## src/hw/rtl/ucrs_pkg.sv

```systemverilog
// Shared types and constants for the unit-cube ray slab intersection block.
`timescale 1ns / 1ps
`default_nettype none
package ucrs_pkg;

  // Coordinate word width and default fraction bits (Q16.16)
  localparam int COORD_W = 32;
  localparam int FRAC_W = 16;

  // Parallel threshold register
  localparam int THR_W = 17;
  localparam logic [THR_W-1:0] THR_RESET = 17'd7;

  // Number of axes, one lane each
  localparam int NUM_AXES = 3;

  typedef struct packed {
    logic signed [COORD_W-1:0] origin_x;
    logic signed [COORD_W-1:0] origin_y;
    logic signed [COORD_W-1:0] origin_z;
    logic signed [COORD_W-1:0] dir_x;
    logic signed [COORD_W-1:0] dir_y;
    logic signed [COORD_W-1:0] dir_z;
  } ucrs_req_t;

  typedef struct packed {
    logic                      hit;
    logic signed [COORD_W-1:0] t_near;
    logic signed [COORD_W-1:0] t_far;
  } ucrs_res_t;

  // Per-distance control carried alongside the divider
  typedef struct packed {
    logic par;   // direction counts as parallel
    logic nneg;  // numerator negative
    logic qneg;  // quotient negative
    logic ovf;   // quotient magnitude needs more than COORD_W bits
  } ucrs_side_t;

endpackage
`default_nettype wire

```

## src/hw/rtl/ucrs_merge.sv

```systemverilog
// Merge of the axis lanes: largest entry, smallest exit, hit flag.
`timescale 1ns / 1ps
`default_nettype none
module ucrs_merge
  import ucrs_pkg::*;
(
  input  wire logic                      clk_i,
  input  wire logic signed [COORD_W-1:0] lo_i [NUM_AXES],
  input  wire logic signed [COORD_W-1:0] hi_i [NUM_AXES],
  output ucrs_res_t                      res_o
);

  logic signed [COORD_W-1:0] near_d, far_d;
  logic signed [COORD_W-1:0] near_q, far_q;

  // max of entries, min of exits
  always_comb begin
    near_d = lo_i[0];
    far_d  = hi_i[0];
    for (int a = 1; a < NUM_AXES; a++) begin
      if (lo_i[a] > near_d) near_d = lo_i[a];
      if (hi_i[a] < far_d)  far_d  = hi_i[a];
    end
  end

  always_ff @(posedge clk_i) begin
    near_q <= near_d;
    far_q  <= far_d;
  end

  // hit test, output register
  always_ff @(posedge clk_i) begin
    res_o.hit    <= (near_q <= far_q);
    res_o.t_near <= near_q;
    res_o.t_far  <= far_q;
  end

endmodule
`default_nettype wire

```

## config.mk

```make
export PLATFORM = sky130hd
export DESIGN_NAME = ucrs_merge
export DESIGN_NICKNAME = d
export VERILOG_FILES = /design/src/hw/rtl/ucrs_pkg.sv /design/src/hw/rtl/ucrs_merge.sv
export SDC_FILE = /design/constraint.sdc
export NUM_CORES = 1
export LEC_CHECK = 0
export BUFFER_PORTS_ARGS = -buffer_cell sky130_fd_sc_hd__buf_4
export CAP_MARGIN = 20
export CORE_MARGIN = 2
export CORE_UTILIZATION = 56
export CTS_CLUSTER_DIAMETER = 80
export DETAILED_ROUTE_END_ITERATION = 8
export PLACE_DENSITY = 0.87
export SYNTH_ARGS = -nofsm -noshare
export SYNTH_HDL_FRONTEND = slang
export SYNTH_SLANG_ARGS = --single-unit
```

## constraint.sdc

```tcl
create_clock -name clk_i -period 8.75 [get_ports clk_i]
set_input_delay 1.75 -clock clk_i [delete_from_list [all_inputs] [get_ports clk_i]]
set_output_delay 1.75 -clock clk_i [all_outputs]
set_load 0.1 [all_outputs]
```

* Yosys cells after proc, flatten, opt, wreduce, memory -nomap -nowiden
Index checks and enable logic that the tools add are counted.
** Cells by class
- Div/mod/pow operators :: 0
- Add/sub/neg operators :: 0
- Multipliers :: 0
- Shifts and indexed selects :: 0
- Bitwise logic cells :: 0
- Equality and inequality tests :: 0
- Reductions and logical operators :: 0
- Multiplexer cells :: 4
- $lt $le $gt $ge :: 5
** Operator list (count)
- 32-bit two-way mux :: 4
- 32-bit > comparator :: 2
- 32-bit < comparator :: 2
- 32-bit less-or-equal comparator :: 1
** Storage, ports and cells
- Memories kept :: 0
- Input bits :: 193
- Latch bits :: 0
- Bits in writable memories :: 0
- Flip-flop bits (word level) :: 129
- Word-level logic and storage cells :: 14
- Bits in read-only memories :: 0

* Depth between registers and ports, before layout
Gate-level depths: netlist of the first run.
- Depth in word-level cells :: 4
- Depth in mapped cells :: 21
- Depth with buffers taken out :: 18

* Worst setup path after synthesis of the first run
Ideal clock, no wire load.
- Path type :: input to register
- Start point :: in lo_i[76] in the netlist's numbering
- End point :: reg near_q[10]
- Library setup time :: 0.072 ns
- Path buffers :: 2
- Stages :: 19
- Data arrival time :: 5.898 ns
- Data required time :: 8.678 ns
- Slack :: 2.780 ns
- Cells stage by stage :: inv_1 > ha_1 > nand3_1 > or3_1 > a21oi_1 > o21ai_0 > a41oi_1 > buf_2 > mux2i_1 > ha_1 > nand4_1 > or2_2 > nor4_1 > o2111ai_1 > and3_1 > o21ai_1 > mux2i_1 > buf_2 > mux2i_1
** On the way
- Word-level cells in the longest chain between the ends :: 4
** Ends and longest elaborated chain
- start, declared :: line ucrs_merge.sv:8 : input wire logic signed [COORD_W-1:0] lo_i [NUM_AXES],
- 32-bit > comparator :: line ucrs_merge.sv:21 : if (lo_i[a] > near_d) near_d = lo_i[a];
- 32-bit two-way mux * :: line ucrs_merge.sv:21
- 32-bit > comparator :: line ucrs_merge.sv:21
- 32-bit two-way mux * :: line ucrs_merge.sv:21
- net near_d[10] :: line ucrs_merge.sv:13 : logic signed [COORD_W-1:0] near_d, far_d;
- end signal, assigned :: line ucrs_merge.sv:27 : near_q <= near_d;
- end, declared :: line ucrs_merge.sv:14 : logic signed [COORD_W-1:0] near_q, far_q;
The timed path passes the listed nets; every way through them passes the cells marked *.

* Final worst setup path of the first run
- Start point :: in lo_i[47] in the netlist's numbering
- End point :: reg near_q[25]
The elaborated chain is that of the path after synthesis.

==> reports/qor.txt, run 1 <==
Outcome: finished clean
Area delta synth->final: 33.6%
Maximum Capacitance Violations: 0
Post-detail-place hpwl: 17.4 mm
Worst-skew pair later-pin latency: 0.42 ns
Worst Setup End Kind: register
Critical path class: in -> reg
CTS sink count: 129
Placeable Area: 14,400 µm²
DRC viols: 0
Final Core Density: 0.760
Number of synthesized flops with an enable pin: 0
Post-synth cell types: 48
RR Startpoint: far_q[31]$_DFF_P_
Syn avg cell area: 9.50 µm²
Top delay family on crit path: compound AO/OA/AOI/OAI gates
Final hold violations: 0
Place WS: 0.951 ns
Top FF cell, synth: dfxtp_1
Final worst-path setup slack: 1.11 ns
Final setup violation count: 0
Worst-Margin Slew: 1.02 ns
Share of the synthesized area in the top cell type: 0.316
Remaining Overflow, GRT: 0
Hold crit path type: reg -> reg
WHS Path Cells: 0
Largest family of logic cells by synthesized area: adder cells
Layout cells sized above 1: 0.273
Area leader, netlist: dfxtp_1
Tcrit/Tclk final: 0.874
Asr flop ratio synth: 0
Critical Path, Cell by Cell: buf_4, ha_1, a2111oi_0, o221ai_1, o21ai_0, nand2b_1, o21ai_0, a41oi_4, mux2i_1, ha_1, nand4_1, or2_2, nor4_1, o2111ai_1, and3_1, o21ai_1, mux2i_4, buf_4, mux2i_1
Adder-Cell Fraction of Synth Area: 0.242
Seq/Total Area, Yosys: 0.316
Synth top area cells: dfxtp_1 32%, ha_1 24%, mux2i_1 16%
First-pass GRT wire length: 33.7 mm
Startpoint types: primary input
Initial antenna violation count: 0
GR Util met1: 0.302
CTS tree: done
Tot Pwr: 2.78 mW
Die Y: 125 µm
Final min period: 7.64 ns
Vias in the first global route: 7,349
Buffers & Inverters on Critical Path: 2
Htree depth: 4
Synth Area in XOR/XNOR: 0
Area share of and/or/nand/nor cells after synthesis: 0.0810
Max VDD drop: 0.294 mV
Initial Util: 0.569
Worst EP arrival: 7.96 ns
# fillers: 1,059
Detailed-route via count: 7,183
Worst slew margin: 0.322
Total CTS buffers: 17
Total die area: 15,600 µm²
Drt first pass iters: 7
R2r endpoint: res_o[64]$_DFF_P_
Synth cell count leaders: 161 x inv_1, 158 x ha_1, 129 x dfxtp_1, 127 x mux2i_1, 41 x a21oi_1
Root Buffer: clkbuf_16
Hold_buf cts: 0
Setup_tns: 0 ns
Synthesis Warnings: 0
Flop2flop setup slack: 6.14 ns
Critical-path top delay cell: mux2i_4
Multiplexer area fraction after synthesis: 0.164
Post-synthesis compound-gate area fraction: 0.108
Synthesized net count: 1,211
Met2 Usage GRT: 0.477
NumNets Final: 1,479
# resized after CTS: 0
IO Port Bufs: 257
Pwr/cell area: 255 nW/µm²
Total Routing Usage GR: 0.270
Detailed Route WL: 21.2 mm
Largest net degree at the start of global routing: 33
Most used routing layer: met2
Cell Rows: 44
Synth Instances: 860
RSZ-0062 raised after global routing: no
Most common cell in the netlist: inv_1
Initial DRC count: 388
Max incr delay on CP: 0.73 ns
Num ports: 258
Post-CTS Setup Bufs: 0
Leakage: 6.13 nW
Routability cong.: 0.949
Post-DR wirelength/cell: 16.0 µm
Detail Route Antenna Nets: 0
Peak Freq: 0.131 GHz
Clock skew after layout: 0.00686 ns
WP data required: 9.07 ns
Beginning of the worst hold path: far_q[22]$_DFF_P_
Vias/cell: 5.42
M3 GR Usage: 0.0765
Clk slew on worst S/H paths: 0.06 ns
CP max FO: 17
Diode count: 0
Hold Path Sink: res_o[22]$_DFF_P_
Yosys reg bits: 129
Max Root-Sink Buffers: 2
Die width: 125 µm
Reg2Reg Depth: 10
Slew Limit Fails: 0
Mapped Area: 8170 µm²
==> final cells by class <==
cell class | instances | area, µm² | area share
inverters | 161 | 604 | 0.0554
clock inverters | 14 | 189 | 0.0173
multi-input cells | 557 | 4900 | 0.449
repair buffers | 262 | 1970 | 0.180
well taps | 184 | 230 | 0.0211
clock buffers | 18 | 439 | 0.0402
flip-flops and latches | 129 | 2580 | 0.237
==> routing by layer <==
layer	vias up	routed length, µm	part of all wire
met5	-	0	0
met4	0	725	0.034
met3	59	1590	0.075
met2	279	10300	0.48
met1	3307	8590	0.41
li1	3538	-	-
==> flip-flops by register name (all words and copies together) (netlist names) <==
signal,cells
far_q,32
near_q,32
res_o,65
==> cells by family after synthesis <==
kind of cell	count (synthesis)
AOI/OAI and AO/OA	135
adders and majority gates	158
buffers and inverters	174
DFF	129
muxes	133
and+or+nand+nor	131
==> placed cells by master (no fill, tap or decap), types with 2 or more instances in the layout <==
cell type  instances
ha_1             158
clkinv_4           5
mux2i_1          126
nand3_1           17
a21o_1            18
nor2b_1            7
o211a_1            2
inv_1            161
o211ai_1           4
nor4_1             2
o21ai_0           26
a2111oi_0          5
o31ai_1            4
mux2i_4            2
o21a_1            14
o31a_1             2
clkinv_2           5
a21oi_1           41
nand2b_1           4
dfxtp_1          129
nand4_1           26
or2_2              5
nor3_1            13
mux2_2             5
a211oi_1           4
bufinv_16          4
nor2_1            25
buf_4            262
nand2_1           25
clkbuf_16         17
and3_1             3
==> how the worst max path moves through the flow <==
stage	startpoint	end	slack (ns)	cells past startpoint
finish	lo_i[47]	near_q[25]$_DFF_P_	1.11	19
global route	lo_i[47]	near_q[27]$_DFF_P_	0.95	19
CTS	lo_i[47]	near_q[25]$_DFF_P_	1.32	19
detailed placement	lo_i[47]	near_q[22]$_DFF_P_	0.95	19
global placement	lo_i[47]	near_q[17]$_DFF_P_	1.08	19
floorplan	lo_i[76]	near_q[10]$_DFF_P_	2.78	19
==> power breakdown <==
part	internal [mW]	switching, mW	total [mW]
clock	0.483	0.258	0.740
combinational	0.390	0.861	1.25
sequential	0.726	0.0624	0.789
total	1.60	1.18	2.78
==> stage by stage <==
step	hold WS (ns)	std cells	area [µm²]
after global routing	0.352	1325	10900
after global placement	0.335	1293	10300
after detailed placement	0.335	1293	10300
after CTS	0.344	1325	10900
final	0.340	1325	10900
after floorplan	0.331	860	8170
(Power assumes the default switching activity.)
==> inputs of run 2 (changes only) <==
ABC_AREA = 1   (was unset)
CORE_UTILIZATION = 52   (was 56)
PLACE_DENSITY = 0.81   (was 0.87)
clock period = 8.1 ns   (was 8.75 ns; I/O delays follow)
==> run 2 against run 1 <==
  * Non-clock buffer count is 2 lower
  * Cell area shrank 0.95%
  * Clock-buffer cell count is 2 higher
  * Sequential cell count stayed put
  * Final cell count increased by 14%
  * Worst hold slack better by 0.0042 ns
  * Sequential power grew 27%
  * Global-route usage shrank 1.1 points
==> reports/qor.txt, run 2 <==
Outcome: finished clean
Inst Count DP: 1,476
# fillers: 1,194
IO Port Bufs: 257
Max FFs per register: 65
Startpoint types: primary input
Area share of and/or/nand/nor cells after synthesis: 0.199
Max Root-Sink Buffers: 2
Synth Instances: 1,058
Seq/Total Area, Yosys: 0.320
Total Routing Usage GR: 0.259
Area delta synth->final: 33.9%
Vias in the first global route: 7,418
Post-DR wirelength/cell: 14.1 µm
Critical-path top delay cell: inv_2
Synth Area in XOR/XNOR: 0.00108
Total die area: 16,500 µm²
# resized after CTS: 0
Post-synth cell types: 38
Drt first pass iters: 5
Largest family of logic cells by synthesized area: adder cells
Yosys reg bits: 129
Clk slew on worst S/H paths: 0.06 ns
Post-CTS Setup Bufs: 0
Vias/cell: 5.10
Tot Pwr: 3.86 mW
Leakage: 5.92 nW
Pwr/cell area: 357 nW/µm²
Synth top area cells: dfxtp_1 32%, ha_1 24%, nand2_1 10%
Clock skew after layout: 0.00925 ns
Most common cell in the netlist: nand2_1
Hold_buf cts: 0
R2r endpoint: res_o[64]$_DFF_P_
Diode count: 0
Largest net degree at the start of global routing: 63
Total CTS buffers: 17
CP max FO: 62
Synthesis Warnings: 0
Post-detail-place hpwl: 17.1 mm
Worst-Margin Slew: 0.871 ns
Detailed-route via count: 7,697
Post-synthesis compound-gate area fraction: 0.140
Share of the synthesized area in the top cell type: 0.320
Top FF cell, synth: dfxtp_1
Setup_tns: 0 ns
Detail Route Antenna Nets: 0
Final min period: 6.18 ns
WHS Path Cells: 0
Initial DRC count: 434
Tcrit/Tclk final: 0.763
Initial Util: 0.531
Hold crit path type: reg -> reg
Worst setup startpoint: lo_i[95]
Largest regs: res_o (65), far_q (32), near_q (32)
Final setup violation count: 0
RR Startpoint: far_q[3]$_DFF_P_
Maximum Capacitance Violations: 0
Top reg by flops: res_o
Hold Path Sink: res_o[21]$_DFF_P_
Multiplexer area fraction after synthesis: 0
Routed wl met2: 9.92 mm
Wire length on met1: 9.30 mm
Max VDD drop: 0.241 mV
Synthesized net count: 1,409
Met3 WL post-DR: 1.25 mm
Critical path class: in -> reg
Placeable Area: 15,200 µm²
Detailed Route WL: 21.3 mm
First-pass GRT wire length: 34.1 mm
Critical Path, Cell by Cell: buf_4, inv_1, ha_1, nand4_1, nor3_1, inv_1, nor4_1, a21oi_1, or2_1, nand3_2, buf_4, nand2_1, o21ai_0, ha_1, a21oi_1, nor2_1, a211oi_1, o221a_2, o21ai_0, a21oi_1, or2_1, nand3_1, inv_2, o21ai_0
Max incr delay on CP: 0.66 ns
Synth cell count leaders: 224 x nand2_1, 161 x inv_1, 158 x ha_1, 129 x dfxtp_1, 90 x o21ai_0
Final std cells w/o fill: 1,508
Flop2flop setup slack: 5.86 ns
Area leader, netlist: dfxtp_1
Reg2Reg Depth: 12
Number of synthesized flops with an enable pin: 0
Cell Rows: 45
WP data required: 8.34 ns
Num ports: 258
Syn avg cell area: 7.63 µm²
Worst-skew pair later-pin latency: 0.41 ns
Root Buffer: clkbuf_16
Worst slew margin: 0.418
RSZ-0062 raised after global routing: no
Initial antenna violation count: 0
Layout cells sized above 1: 0.233
Die Y: 129 µm
Worst EP arrival: 6.42 ns
Slew Limit Fails: 0
Worst Setup End Kind: register
Final hold violations: 0
Mapped Area: 8070 µm²
Asr flop ratio synth: 0
Die width: 129 µm
Most frequent cells in the layout: 260 x buf_4, 224 x nand2_1, 161 x inv_1, 158 x ha_1, 129 x dfxtp_1
NumNets Final: 1,658
Peak Freq: 0.162 GHz
CTS sink count: 129
Beginning of the worst hold path: far_q[21]$_DFF_P_
DRC viols: 0
Top sig layer: met4
Remaining Overflow, GRT: 0
Routability cong.: 0.907
Htree depth: 4
Adder-Cell Fraction of Synth Area: 0.245
Commonest non-fill, non-tap cell in the layout: buf_4
CTS tree: done
==> run 2: cell types whose count changed in the layout (fill, tap and decap cells not counted), moves of 16 or more <==
cell,delta
o21ai_0,+64
o21ai_1,+21
a21oi_1,+29
a21o_1,-16
nand3_1,+64
mux2i_1,-126
nand2_1,+199
==> run 2: report_power, final <==
| part | internal [mW] | switching [mW] | leakage, nW | total (mW) |
|---|---|---|---|---|
| logic | 0.507 | 1.45 | 4.49 | 1.96 |
| registers | 0.882 | 0.120 | 1.09 | 1.00 |
| clock network | 0.627 | 0.271 | 0.341 | 0.898 |
| total | 2.02 | 1.84 | 5.92 | 3.86 |
==> run 2: cells by family (layout without fill, tap and decap cells) <==
logic type / Yosys count / after routing
simple gates: 368 / 368
flops: 129 / 129
xor+xnor: 1 / 1
buf+inv: 193 / 455
fa+ha+maj: 158 / 158
compound gates: 209 / 209
==> run 2: worst max-delay path by stage <==
stage,end,slack (ns),cells after the start
after floorplan,near_q[22]$_DFF_P_,2.86,26
after global placement,near_q[31]$_DFF_P_,1.73,22
after detailed placement,near_q[7]$_DFF_P_,1.54,22
after CTS,near_q[31]$_DFF_P_,1.93,22
after global routing,near_q[31]$_DFF_P_,1.38,22
final,near_q[31]$_DFF_P_,1.92,24
==> run 2: per-stage QoR <==
stage	util	instance area, µm²	setup slack [ns]	hold WS, ns
after detailed placement	0.665	10100	1.54	0.335
after global placement	0.665	10100	1.73	0.336
after floorplan	-	8070	2.86	0.331
after global routing	0.711	10800	1.38	0.355
final	0.711	10800	1.92	0.344
after CTS	0.711	10800	1.93	0.344
==> run 2: metal layers <==
metal / vias to the layer above / GRT usage
met2: 257 / 0.450
met3: 56 / 0.0499
li1: 4040 / -
met5: - / 0
met4: 0 / 0.118
met1: 3344 / 0.311
==> run 2: cell type report <==
cell class / count / area [µm²] / share of cell area
Tap cell: 188 / 235 / 0.0218
Multi-Input combinational cell: 736 / 4720 / 0.437
Sequential cell: 129 / 2580 / 0.239
Inverter: 163 / 612 / 0.0566
Timing Repair Buffer: 260 / 1950 / 0.181
Clock buffer: 20 / 457 / 0.0422
Clock inverter: 12 / 253 / 0.0234
==> run 2: critical path, delay by kind of cell <==
| family | cells | cell delay, ns |
|---|---|---|
| AOI/OAI and AO/OA | 8 | 1.62 |
| and+or+nand+nor | 9 | 1.33 |
| adders and majority gates | 2 | 0.70 |
| buffers and inverters | 5 | 1.12 |
==> inputs of run 3 (changes only) <==
ABC_AREA = 0   (was 1)
clock period = 6.4 ns   (was 8.1 ns; I/O delays follow)
==> run 3 against run 2 <==
  * Via count decreased by 10%
  * Critical path depth shrank 4
  * Register-to-register slack got worse by 1.9 ns
==> reports/qor.txt, run 3 (synthesized netlist as in run 1, its figures left out) <==
Htree depth: 4
# resized after CTS: 0
Vias/cell: 5.09
Place WS: -0.0335 ns
CTS sink count: 129
CP max FO: 24
Final setup violation count: 0
Layout cells sized above 1: 0.274
Remaining Overflow, GRT: 0
Commonest non-fill, non-tap cell in the layout: buf_4
Post-DR wirelength/cell: 15.2 µm
P_sw: 1.59 mW
Total die area: 16,700 µm²
R2r endpoint: res_o[64]$_DFF_P_
Largest regs: res_o (65), far_q (32), near_q (32)
Post-detail-place hpwl: 17.2 mm
Tcrit/Tclk final: 0.939
Peak Freq: 0.166 GHz
Critical Path, Cell by Cell: buf_4, ha_1, nand3_1, nor3_1, nand4_1, a21oi_1, o21ai_1, a41oi_4, buf_4, mux2i_1, ha_1, nor2b_1, o21a_1, o21ai_0, a211oi_1, a2111oi_0, o21ai_1, mux2i_4, buf_12, mux2i_1
Reg area: 2580 µm²
Flop pwr share: 0.289
Detailed Route WL: 20.5 mm
Clk slew on worst S/H paths: 0.05 ns
Detailed-route via count: 6,903
Final worst-path setup slack: 0.388 ns
Cell Rows: 45
CTS tree: done
Max Root-Sink Buffers: 2
DP Area: 10,400 µm²
Hold Path Sink: res_o[12]$_DFF_P_
Worst slew margin: 0.599
Routability cong.: 0.919
Vias in the first global route: 6,876
Clock network fraction of design power: 0.256
Sw Ratio: 0.424
Initial Util: 0.536
Reg2Reg Depth: 10
Outcome: finished clean
Finished Cell Area: 11,000 µm²
RR Startpoint: far_q[31]$_DFF_P_
Tot Pwr: 3.74 mW
Die width: 129 µm
# fillers: 1,148
Area delta synth->final: 34.1%
Root Buffer: clkbuf_16
Leakage: 6.14 nW
Num ports: 258
First-pass GRT wire length: 32.3 mm
IO Port Bufs: 257
Worst EP arrival: 6.33 ns
Clock skew after layout: 0.00532 ns
Hold crit path type: reg -> reg
Most frequent cells in the layout: 264 x buf_4, 161 x inv_1, 158 x ha_1, 129 x dfxtp_1, 126 x mux2i_1
Top reg by flops: res_o
Max incr delay on CP: 0.50 ns
Gate power share: 0.455
Largest net degree at the start of global routing: 25
Critical-path top delay cell: a41oi_4
WP data required: 6.71 ns
Final min period: 6.01 ns
Max VDD drop: 0.394 mV
Flop2flop setup slack: 3.93 ns
NumNets Final: 1,482
Final Core Density: 0.718
Total Routing Usage GR: 0.247
Placeable Area: 15,300 µm²
Power Internal: 2.15 mW
Drt first pass iters: 4
Worst Setup End Kind: register
Beginning of the worst hold path: far_q[12]$_DFF_P_
Final hold violations: 0
Initial DRC count: 305
Worst-skew pair later-pin latency: 0.40 ns
Slew Limit Fails: 0
Worst-Margin Slew: 0.589 ns
Maximum Capacitance Violations: 0
Die Y: 129 µm
RSZ-0062 raised after global routing: no
Pwr/cell area: 341 nW/µm²
Hold_buf cts: 0
Detail Route Antenna Nets: 0
WHS Path Cells: 0
DRC viols: 0
Initial antenna violation count: 0
Critical path class: in -> reg
Footprint of the multi-input gates: 4900 µm²
Post-CTS Setup Bufs: 0
Max FFs per register: 65
Setup_tns: 0 ns
Diode count: 0
Total CTS buffers: 17
Startpoint types: primary input
run 3: changes by cell type in the layout (fill, tap and decap cells not counted), sizes merged, moves of 7 or more:
cell / previous run / this run
a21o: 2 / 18
a21oi: 70 / 41
mux2i: 0 / 128
nand2: 229 / 25
nand3: 85 / 17
nand4: 12 / 26
nor2b: 0 / 7
o21a: 1 / 14
o21ai: 112 / 28
run 3: layer usage:
layer / routed length, µm / GRT usage / up-vias / part of all wire
li1: - / - / 3552 / -
met1: 8920 / 0.305 / 3080 / 0.43
met2: 9530 / 0.419 / 236 / 0.46
met3: 1680 / 0.0764 / 35 / 0.082
met4: 412 / 0.0665 / 0 / 0.020
met5: 0 / 0 / - / 0
run 3: cell type report:
class | count | share of cell area
multi-input cells | 557 | 0.448
clock buffers | 23 | 0.0454
clock inverters | 9 | 0.00948
repair buffers | 265 | 0.183
flip-flops and latches | 129 | 0.236
inverters | 161 | 0.0551
well taps | 211 | 0.0241
run 3: how the worst max path moves through the flow:
stage          startpoint  slack (ns)                 end  cells past startpoint
2_1_floorplan    lo_i[76]        0.90  near_q[10]$_DFF_P_                     19
3_3_place_gp     lo_i[47]        0.01  near_q[24]$_DFF_P_                     20
3_5_place_dp     lo_i[47]       -0.03  near_q[24]$_DFF_P_                     20
4_1_cts          lo_i[47]        0.33  near_q[24]$_DFF_P_                     20
5_1_grt          lo_i[92]        0.14   near_q[5]$_DFF_P_                     21
6_report         lo_i[60]        0.39  near_q[24]$_DFF_P_                     20
run 3: worst max-delay path: cells and delay by family:
| family | cells | cell delay, ns |
|---|---|---|
| AOI/OAI and AO/OA | 8 | 1.93 |
| muxes | 3 | 0.87 |
| buffers and inverters | 3 | 0.81 |
| and+or+nand+nor | 4 | 0.81 |
| adders and majority gates | 2 | 0.59 |
run 3: power by group through the flow:
stage,sequential [mW],clock (mW),combinational [mW]
final,1.08,0.956,1.70
after global placement,1.10,0,1.66
after detailed placement,1.09,0,1.69
after floorplan,1.75,0,0.594
after CTS,1.08,0.967,1.70
after global routing,1.10,1.01,1.82
run 3: per-stage QoR:
stage | hold slack, ns | cells
finish | 0.345 | 1355
CTS | 0.350 | 1355
global route | 0.350 | 1355
global placement | 0.336 | 1323
detailed placement | 0.336 | 1323
floorplan | 0.331 | 860
